$ cat config.mk
export PLATFORM = sky130hd
export DESIGN_NAME = csi_key_mouse_decoder
export DESIGN_NICKNAME = d
export VERILOG_FILES = /design/src/design/csi_kmd_pkg.sv /design/src/design/csi_kmd_collect.sv /design/src/design/csi_kmd_decode.sv /design/src/design/csi_key_mouse_decoder.sv
export SDC_FILE = /design/constraint.sdc
export NUM_CORES = 1
export LEC_CHECK = 0
export BUFFER_PORTS_ARGS = -buffer_cell sky130_fd_sc_hd__buf_2
export CAP_MARGIN = 5
export CORE_UTILIZATION = 57
export CTS_BUF_LIST = sky130_fd_sc_hd__clkbuf_4 sky130_fd_sc_hd__clkbuf_8 sky130_fd_sc_hd__clkbuf_16
export DETAILED_ROUTE_END_ITERATION = 8
export GPL_TIMING_DRIVEN = 1
export PLACE_DENSITY = 0.78
export SLEW_MARGIN = 20
export SYNTH_ARGS = -nofsm -noshare
export SYNTH_HDL_FRONTEND = slang
export SYNTH_HIERARCHICAL = 1
export SYNTH_SLANG_ARGS = --single-unit
$ cat constraint.sdc
create_clock -name clk_i -period 5 [get_ports clk_i]
set_clock_uncertainty 0.2 [all_clocks]
set_input_delay 0.25 -clock clk_i [delete_from_list [all_inputs] [get_ports clk_i]]
set_output_delay 0.25 -clock clk_i [all_outputs]
set_load 0.01 [all_outputs]
$ cat src/design/csi_kmd_pkg.sv
// ----------------------------------------------------------------------------
// csi_kmd_pkg
// Shared constants, types and lookup functions for the CSI key/mouse decoder.
// ----------------------------------------------------------------------------
package csi_kmd_pkg;

  localparam int unsigned KEPT_PARAMS = 3;
  localparam int unsigned CNT_W       = $clog2(KEPT_PARAMS + 1);
  localparam int unsigned IDX_W       = $clog2(KEPT_PARAMS);
  localparam int unsigned PARAM_W     = 31;

  // byte codes
  localparam logic [7:0] CH_SEMI  = 8'h3B;
  localparam logic [7:0] CH_LT    = 8'h3C;
  localparam logic [7:0] CH_GT    = 8'h3E;
  localparam logic [7:0] CH_QUEST = 8'h3F;
  localparam logic [7:0] CH_A     = 8'h41;
  localparam logic [7:0] CH_B     = 8'h42;
  localparam logic [7:0] CH_C     = 8'h43;
  localparam logic [7:0] CH_D     = 8'h44;
  localparam logic [7:0] CH_F     = 8'h46;
  localparam logic [7:0] CH_H     = 8'h48;
  localparam logic [7:0] CH_UP_M  = 8'h4D;
  localparam logic [7:0] CH_LO_M  = 8'h6D;
  localparam logic [7:0] CH_TILDE = 8'h7E;
  localparam logic [7:0] BTN_MOD_MASK = 8'h3C;

  typedef enum logic [1:0] {
    PFX_NONE  = 2'd0,
    PFX_LT    = 2'd1,
    PFX_QUEST = 2'd2,
    PFX_GT    = 2'd3
  } prefix_e;

  localparam logic [4:0] KEY_UNKNOWN = 5'd0;
  localparam logic [4:0] KEY_UP      = 5'd1;
  localparam logic [4:0] KEY_DOWN    = 5'd2;
  localparam logic [4:0] KEY_RIGHT   = 5'd3;
  localparam logic [4:0] KEY_LEFT    = 5'd4;
  localparam logic [4:0] KEY_HOME    = 5'd5;
  localparam logic [4:0] KEY_END     = 5'd6;
  localparam logic [4:0] KEY_INSERT  = 5'd7;
  localparam logic [4:0] KEY_DELETE  = 5'd8;
  localparam logic [4:0] KEY_PGUP    = 5'd9;
  localparam logic [4:0] KEY_PGDN    = 5'd10;
  localparam logic [4:0] KEY_F1      = 5'd11;

  localparam logic [1:0] ACT_PRESS   = 2'd0;
  localparam logic [1:0] ACT_DRAG    = 2'd1;
  localparam logic [1:0] ACT_RELEASE = 2'd2;

  localparam logic EV_KEY   = 1'b0;
  localparam logic EV_MOUSE = 1'b1;

  // committed parameter view handed from the collector to the decoder
  typedef struct packed {
    logic [KEPT_PARAMS-1:0][PARAM_W-1:0] value;
    logic [CNT_W-1:0]                    count;
    prefix_e                             prefix;
  } body_t;

  typedef struct packed {
    logic        kind;
    logic [4:0]  key_code;
    logic [3:0]  mods;
    logic [15:0] x;
    logic [15:0] y;
    logic [7:0]  button;
    logic [1:0]  action;
  } event_t;

  function automatic logic is_param_byte(input logic [7:0] c);
    return c[7:4] == 4'h3;
  endfunction

  function automatic logic is_final_byte(input logic [7:0] c);
    return (c >= 8'h40) && (c <= CH_TILDE);
  endfunction

  // tilde key number to key code
  function automatic logic [4:0] tilde_key(input logic [4:0] p);
    logic [4:0] k;
    case (p)
      5'd1:    k = KEY_HOME;
      5'd2:    k = KEY_INSERT;
      5'd3:    k = KEY_DELETE;
      5'd4:    k = KEY_END;
      5'd5:    k = KEY_PGUP;
      5'd6:    k = KEY_PGDN;
      5'd7:    k = KEY_HOME;
      5'd8:    k = KEY_END;
      5'd11:   k = KEY_F1;
      5'd12:   k = KEY_F1 + 5'd1;
      5'd13:   k = KEY_F1 + 5'd2;
      5'd14:   k = KEY_F1 + 5'd3;
      5'd15:   k = KEY_F1 + 5'd4;
      5'd17:   k = KEY_F1 + 5'd5;
      5'd18:   k = KEY_F1 + 5'd6;
      5'd19:   k = KEY_F1 + 5'd7;
      5'd20:   k = KEY_F1 + 5'd8;
      5'd21:   k = KEY_F1 + 5'd9;
      5'd23:   k = KEY_F1 + 5'd10;
      5'd24:   k = KEY_F1 + 5'd11;
      default: k = KEY_UNKNOWN;
    endcase
    return k;
  endfunction

endpackage

$ cat src/design/csi_kmd_collect.sv
// ----------------------------------------------------------------------------
// csi_kmd_collect
// Parameter collector: prefix mark, field accumulator and kept parameters.
// ----------------------------------------------------------------------------
module csi_kmd_collect import csi_kmd_pkg::*; (
  input  logic       clk_i,
  input  logic       rst_ni,
  input  logic       step_i,
  input  logic [7:0] byte_i,
  input  logic       first_i,
  output body_t      body_o
);

  typedef enum logic [1:0] {
    FS_EMPTY  = 2'd0,
    FS_DIGITS = 2'd1,
    FS_DONE   = 2'd2,
    FS_BAD    = 2'd3
  } field_st_e;

  logic [KEPT_PARAMS-1:0][PARAM_W-1:0] val_q, val_d;
  logic [CNT_W-1:0]                    cnt_q, cnt_d;
  logic [PARAM_W-1:0]                  acc_q, acc_d;
  field_st_e                           st_q, st_d;
  prefix_e                             pre_q, pre_d;
  logic                                ne_q, ne_d;

  always_comb begin
    logic [KEPT_PARAMS-1:0][PARAM_W-1:0] val_b;
    logic [CNT_W-1:0]                    cnt_b;
    logic [PARAM_W-1:0]                  acc_b;
    field_st_e                           st_b;
    prefix_e                             pre_b;
    logic                                ne_b;
    logic [PARAM_W-1:0]                  fval;
    logic                                room;
    logic [34:0]                         prod;

    // clear the collection on the first word of a body
    val_b = first_i ? '0 : val_q;
    cnt_b = first_i ? '0 : cnt_q;
    acc_b = first_i ? '0 : acc_q;
    st_b  = first_i ? FS_EMPTY : st_q;
    pre_b = first_i ? PFX_NONE : pre_q;
    ne_b  = first_i ? 1'b0 : ne_q;

    fval = (st_b == FS_DIGITS || st_b == FS_DONE) ? acc_b : '0;
    room = cnt_b < CNT_W'(KEPT_PARAMS);
    prod = ({4'b0, acc_b} << 3) + ({4'b0, acc_b} << 1) + {31'b0, byte_i[3:0]};

    // committed view for the final byte
    body_o.value  = val_b;
    body_o.count  = cnt_b;
    body_o.prefix = pre_b;
    if (ne_b && room) begin
      body_o.value[cnt_b[IDX_W-1:0]] = fval;
      body_o.count = CNT_W'(cnt_b + 1'b1);
    end

    val_d = val_b;
    cnt_d = cnt_b;
    acc_d = acc_b;
    st_d  = st_b;
    pre_d = pre_b;
    ne_d  = ne_b;

    if (is_param_byte(byte_i)) begin
      ne_d = 1'b1;
      if (!ne_b && byte_i == CH_LT) begin
        pre_d = PFX_LT;
      end else if (!ne_b && byte_i == CH_QUEST) begin
        pre_d = PFX_QUEST;
      end else if (!ne_b && byte_i == CH_GT) begin
        pre_d = PFX_GT;
      end else if (byte_i == CH_SEMI) begin
        if (room) begin
          val_d[cnt_b[IDX_W-1:0]] = fval;
          cnt_d = CNT_W'(cnt_b + 1'b1);
        end
        acc_d = '0;
        st_d  = FS_EMPTY;
      end else if (byte_i[3:0] <= 4'd9) begin
        if (st_b == FS_EMPTY) begin
          acc_d = PARAM_W'(byte_i[3:0]);
          st_d  = FS_DIGITS;
        end else if (st_b == FS_DIGITS) begin
          if (|prod[34:31]) begin
            acc_d = '0;
            st_d  = FS_BAD;
          end else begin
            acc_d = prod[30:0];
          end
        end
      end else begin
        if (st_b == FS_EMPTY) begin
          st_d = FS_BAD;
        end else if (st_b == FS_DIGITS) begin
          st_d = FS_DONE;
        end
      end
    end else if (is_final_byte(byte_i)) begin
      val_d = '0;
      cnt_d = '0;
      acc_d = '0;
      st_d  = FS_EMPTY;
      pre_d = PFX_NONE;
      ne_d  = 1'b0;
    end
  end

  always_ff @(posedge clk_i or negedge rst_ni) begin
    if (!rst_ni) begin
      val_q <= '0;
      cnt_q <= '0;
      acc_q <= '0;
      st_q  <= FS_EMPTY;
      pre_q <= PFX_NONE;
      ne_q  <= 1'b0;
    end else if (step_i) begin
      val_q <= val_d;
      cnt_q <= cnt_d;
      acc_q <= acc_d;
      st_q  <= st_d;
      pre_q <= pre_d;
      ne_q  <= ne_d;
    end
  end

endmodule

$ cat src/design/csi_kmd_decode.sv
// ----------------------------------------------------------------------------
// csi_kmd_decode
// Maps the final byte and committed parameters to a key or mouse event.
// ----------------------------------------------------------------------------
module csi_kmd_decode import csi_kmd_pkg::*; (
  input  logic [7:0] final_i,
  input  body_t      body_i,
  output event_t     event_o
);

  logic [PARAM_W-1:0] p0, p1, p2;
  logic [3:0]         key_mods;
  logic               is_mouse;

  assign p0 = body_i.value[0];
  assign p1 = body_i.value[1];
  assign p2 = body_i.value[2];

  assign key_mods = (body_i.count >= CNT_W'(2) && p1 > PARAM_W'(1))
                    ? 4'(p1 - PARAM_W'(1)) : 4'd0;

  assign is_mouse = (body_i.prefix == PFX_LT) && (final_i == CH_UP_M || final_i == CH_LO_M)
                    && (body_i.count >= CNT_W'(3));

  always_comb begin
    event_o = '0;
    if (is_mouse) begin
      event_o.kind   = EV_MOUSE;
      event_o.mods   = {1'b0, p0[4], p0[3], p0[2]};
      event_o.x      = (p1 != '0) ? 16'(p1 - PARAM_W'(1)) : 16'd0;
      event_o.y      = (p2 != '0) ? 16'(p2 - PARAM_W'(1)) : 16'd0;
      event_o.button = p0[7:0] & ~BTN_MOD_MASK;
      event_o.action = (final_i == CH_LO_M) ? ACT_RELEASE : (p0[5] ? ACT_DRAG : ACT_PRESS);
    end else if (final_i >= CH_A && final_i <= CH_H) begin
      event_o.mods = key_mods;
      case (final_i)
        CH_A:    event_o.key_code = KEY_UP;
        CH_B:    event_o.key_code = KEY_DOWN;
        CH_C:    event_o.key_code = KEY_RIGHT;
        CH_D:    event_o.key_code = KEY_LEFT;
        CH_H:    event_o.key_code = KEY_HOME;
        CH_F:    event_o.key_code = KEY_END;
        default: event_o.key_code = KEY_UNKNOWN;
      endcase
    end else if (final_i == CH_TILDE && body_i.count != '0) begin
      event_o.mods     = key_mods;
      event_o.key_code = (p0 < PARAM_W'(25)) ? tilde_key(p0[4:0]) : KEY_UNKNOWN;
    end
  end

endmodule

$ cat src/design/csi_key_mouse_decoder.sv
// ----------------------------------------------------------------------------
// csi_key_mouse_decoder
// Decodes xterm CSI bodies into special-key and SGR mouse events.
// ----------------------------------------------------------------------------
// Path: events are decoded from the input register into the event register.
// Throughput: one byte per cycle unless a final byte is held; the input and
//   event registers let a new byte in while an event waits at the output.
// Reset: rst_ni clears all valid flags and the collected parameters; the
//   block is ready for bytes as soon as reset is released.
module csi_key_mouse_decoder import csi_kmd_pkg::*; (
  input  logic        clk_i,
  input  logic        rst_ni,
  input  logic        in_valid_i,
  output logic        in_ready_o,
  input  logic [7:0]  body_byte_i,
  input  logic        first_of_body_i,
  output logic        out_valid_o,
  input  logic        out_ready_i,
  output logic        event_kind_o,
  output logic [4:0]  key_code_o,
  output logic [3:0]  modifier_bits_o,
  output logic [15:0] mouse_x_o,
  output logic [15:0] mouse_y_o,
  output logic [7:0]  mouse_button_o,
  output logic [1:0]  mouse_action_o
);

  logic       s1_valid_q;
  logic [7:0] s1_byte_q;
  logic       s1_first_q;
  logic       s1_final;
  logic       s1_go;
  logic       out_valid_q;
  event_t     ev_d, ev_q;
  body_t      body;

  assign s1_final   = is_final_byte(s1_byte_q);
  // hold a final byte while the event register is full and not draining
  assign s1_go      = s1_valid_q && (!s1_final || !out_valid_q || out_ready_i);
  assign in_ready_o = !s1_valid_q || s1_go;

  always_ff @(posedge clk_i or negedge rst_ni) begin
    if (!rst_ni) begin
      s1_valid_q <= 1'b0;
    end else if (in_ready_o) begin
      s1_valid_q <= in_valid_i;
    end
  end

  always_ff @(posedge clk_i) begin
    if (in_valid_i && in_ready_o) begin
      s1_byte_q  <= body_byte_i;
      s1_first_q <= first_of_body_i;
    end
  end

  csi_kmd_collect u_collect (
    .clk_i   (clk_i),
    .rst_ni  (rst_ni),
    .step_i  (s1_go),
    .byte_i  (s1_byte_q),
    .first_i (s1_first_q),
    .body_o  (body)
  );

  csi_kmd_decode u_decode (
    .final_i (s1_byte_q),
    .body_i  (body),
    .event_o (ev_d)
  );

  always_ff @(posedge clk_i or negedge rst_ni) begin
    if (!rst_ni) begin
      out_valid_q <= 1'b0;
    end else if (s1_go && s1_final) begin
      out_valid_q <= 1'b1;
    end else if (out_ready_i) begin
      out_valid_q <= 1'b0;
    end
  end

  always_ff @(posedge clk_i) begin
    if (s1_go && s1_final) begin
      ev_q <= ev_d;
    end
  end

  assign out_valid_o     = out_valid_q;
  assign event_kind_o    = ev_q.kind;
  assign key_code_o      = ev_q.key_code;
  assign modifier_bits_o = ev_q.mods;
  assign mouse_x_o       = ev_q.x;
  assign mouse_y_o       = ev_q.y;
  assign mouse_button_o  = ev_q.button;
  assign mouse_action_o  = ev_q.action;

endmodule

==> results.json <==
{
  "ys_seq_area_share_pct": 39.3,
  "die_w_um": 154,
  "status": "finished clean",
  "finalSetupViolCount": 0,
  "worst_slack_ns": 0.265,
  "yosysWarnings": 6,
  "cpPeakStageDelay_ns": 0.51,
  "clock_sinks": 194,
  "gp_congestion": 0.883,
  "die_area_mm2": 0.0237,
  "synthArstFlopShare_pct": 68.6,
  "cp_top_family": "compound AO/OA/AOI/OAI gates",
  "cts_buffers": 17,
  "cp_slowest_cell": "edfxtp_1",
  "n_antenna_cell": 0,
  "num_rows": 55,
  "final.min_clock_period_ns": 4.73,
  "worstPathRequired_ns": 5.15,
  "worstPathBufferInverterCount": 2,
  "timing_hold_violations_final": 0,
  "maxSlewViolCount": 0,
  "die_h_um": 154,
  "synth_cell_types": 93,
  "clk-insertion-delay-late_ns": 0.45,
  "syn_area_per_cell_um2": 8.21,
  "peakVddDrop_uv": 236,
  "vias": 11900,
  "drc_errors": 0,
  "cts-root-buf": "clkbuf_16",
  "numPortBuffers": 66,
  "synth_edf_count": 61,
  "overflow": 0,
  "finalCritPeriodShare_pct": 94.7,
  "place_worst_setup_slack_ns": 0.0353,
  "core_mm2": 0.0226,
  "hp-class": "in2reg",
  "initial_core_util_pct": 58.1,
  "finalWirelength_mm": 35.2,
  "grt_max_degree": 95,
  "clk_pin_slew_ns": 0.09,
  "crit_top_cell": "ha_1",
  "synth-main-ff-cell": "dfrtp_1",
  "clockBufferDepth": 2,
  "crit_path_end_kind": "flip-flop",
  "leakage_nw": 6.41,
  "nets": 1757,
  "fill_cells": 1899,
  "whs_ns": 0.0647,
  "synth_area_mm2": 0.0131,
  "syn_to_final_growth_pct": 11.7,
  "dp_hpwl_mm": 25.1,
  "worstPathArrival_ns": 4.88,
  "relSlewSlack_pct": 30.1,
  "drt_iter0_markers": 1019,
  "io_pins": 67,
  "grt_pass1_vias": 11100,
  "ant_nets": 0,
  "htree_levels": 4,
  "cts_tree": "built",
  "vias_per_cell": 6.08,
  "crit_type": "reg2reg",
  "firstDrtPassIters": 7,
  "ys_ff_latch": 194,
  "fin_tns_setup_ns": 0,
  "start_kind": "flip-flop",
  "timing.max_cap.violations": 0,
  "max_freq_ghz": 0.211,
  "tightest_slew_ns": 1.05,
  "power-per-cell-area_mw_per_mm2": 227,
  "worstPathMaxFanout": 27,
  "grt_use_total_pct": 30.1,
  "critical_path.cell_chain": "buf_4 -> nor2b_1 -> ha_1 -> ha_1 -> nand4_1 -> o31ai_1 -> a31oi_2 -> a21oi_2 -> o21bai_2 -> o21ba_2 -> a2111oi_2 -> nand2b_1 -> buf_12 -> nand3_2 -> o21ai_0",
  "routedWlPerCell_um": 17.9,
  "synth_cells": 1602,
  "antenna_found_initial": 0,
  "drive_gt1_share_pct": 11.9,
  "grt_pass1_wl_mm": 57.1
}
-- cells in the final DEF, fill, tap and decap left out, drive strengths merged, types with 11 or more instances in the layout --
cell	Yosys	routed
ha	79	79
nand2	215	215
nor3	22	22
xnor2	24	24
buf	26	122
a21o	18	18
dlygate4sd3	0	11
clkbuf	67	17
nand3	26	26
nor2	273	273
nor2b	30	30
nor4	21	21
o31ai	12	12
o21ai	170	170
xor2	24	24
a21oi	149	149
dfrtp	133	133
edfxtp	61	61
inv	43	53
nand4	29	29
nand2b	13	13
-- cells in the mapped netlist, types with 7 or more instances --
cell / count / area share [%]
nand3_1: 23 / 0.88
nand2b_1: 13 / 0.62
nand2_1: 214 / 6.1
inv_1: 43 / 1.2
and2_1: 8 / 0.38
xnor2_1: 24 / 1.6
buf_4: 8 / 0.46
nor2b_1: 30 / 1.4
or3_1: 8 / 0.38
a21oi_1: 146 / 5.6
o22ai_1: 10 / 0.48
o31ai_1: 9 / 0.51
o21ai_0: 154 / 5.9
o21ai_1: 16 / 0.61
dfrtp_1: 133 / 25
a211oi_1: 7 / 0.40
nand4_1: 29 / 1.4
mux2i_1: 10 / 0.76
a21o_1: 18 / 1.0
ha_1: 79 / 7.5
and3_1: 9 / 0.43
clkbuf_1: 64 / 1.8
buf_2: 7 / 0.27
a31oi_1: 7 / 0.33
edfxtp_1: 61 / 14
a22oi_1: 7 / 0.40
nor2_1: 273 / 7.8
xor2_1: 24 / 1.6
nor3_1: 20 / 0.76
a41oi_1: 9 / 0.60
nor4_1: 19 / 0.90
-- final timing paths --
kind,from,end,slack [ns],depth (start not counted)
max in group asynchronous,rst_ni,u_collect/val_q[12],3.20,3
setup / recovery,s1_first_q,u_collect/acc_q[5],0.27,15
setup reg to reg,s1_first_q,u_collect/acc_q[5],0.27,15
hold / removal,out_ready_i,out_valid_o,0.06,3
min in group asynchronous,rst_ni,u_collect/val_q[81],0.27,2
hold reg to reg,u_collect/acc_q[6],u_collect/acc_q[6],0.28,2
-- repair_timing --
item                                    CTS  global route
hold buffers                             11             0
gates resized for setup                   1             7
setup buffers                             0             4
hold endpoints to repair                103             0
endpoints found under the setup margin    2            33
-- stage by stage --
| step | std cells | util, % | cell area [um^2] | power [mW] |
|---|---|---|---|---|
| 6_report | 1962 | 64.9 | 14700 | 3.33 |
| 5_1_grt | 1962 | 64.9 | 14700 | 3.44 |
| 4_1_cts | 1958 | 64.6 | 14600 | 3.34 |
| 3_5_place_dp | 1915 | 61.4 | 13900 | 1.93 |
| 3_3_place_gp | 1915 | 61.4 | 13900 | 1.92 |
| 2_1_floorplan | 1605 | - | 13200 | 1.84 |
-- sequential cells by signal, summed over array words and instances (netlist names), 2 cells and up --
name and count:
key_code_o 5, u_collect/st_q 2, u_collect/acc_q 31, u_collect/pre_q 2, mouse_action_o 2, mouse_y_o 16, u_collect/cnt_q 2, mouse_button_o 8
s1_byte_q 8, mouse_x_o 16, modifier_bits_o 4, u_collect/val_q 93
-- tightest hold or removal path, cell delays in order --
cell and delay [ns]:
buf_2 0.10, and2b_2 0.23, nand2b_1 0.10
-- power breakdown --
| part | switching, mW | internal, mW | total, mW |
|---|---|---|---|
| Clock | 0.734 | 0.694 | 1.43 |
| Combinational | 0.168 | 0.0662 | 0.234 |
| Sequential | 0.0145 | 1.66 | 1.67 |
| Total | 0.916 | 2.42 | 3.33 |
-- cell type report --
| cell class | instances | area, um^2 | share of cell area, % |
|---|---|---|---|
| clock inverter | 15 | 193 | 1.31 |
| timing repair buffer | 133 | 930 | 6.33 |
| clock buffer | 17 | 425 | 2.90 |
| sequential | 194 | 5160 | 35.1 |
| tap | 285 | 357 | 2.43 |
| multi-input combinational | 1273 | 7450 | 50.7 |
| inverter | 45 | 170 | 1.16 |
-- cells by family after synthesis --
family | after synthesis | synth area share, %
AO/OA/AOI/OAI | 445 | 20.2
XOR/XNOR | 48 | 3.20
adder cells (fa/ha/maj) | 80 | 7.67
buffers and inverters | 138 | 4.59
flip-flops | 194 | 39.3
multiplexers | 16 | 1.28
other | 1 | 0.0285
AND/OR/NAND/NOR | 680 | 23.7
-- layer usage --
metal  share of wire, %  up-vias  GRT usage (%)
li1                   -     5781              -
met1                 45     5694           42.1
met2                 47      404           48.3
met3                5.7       51           3.95
met4                2.3        0           10.2
met5                  0        -              0
Note: power is estimated with default switching activity, not from simulation.
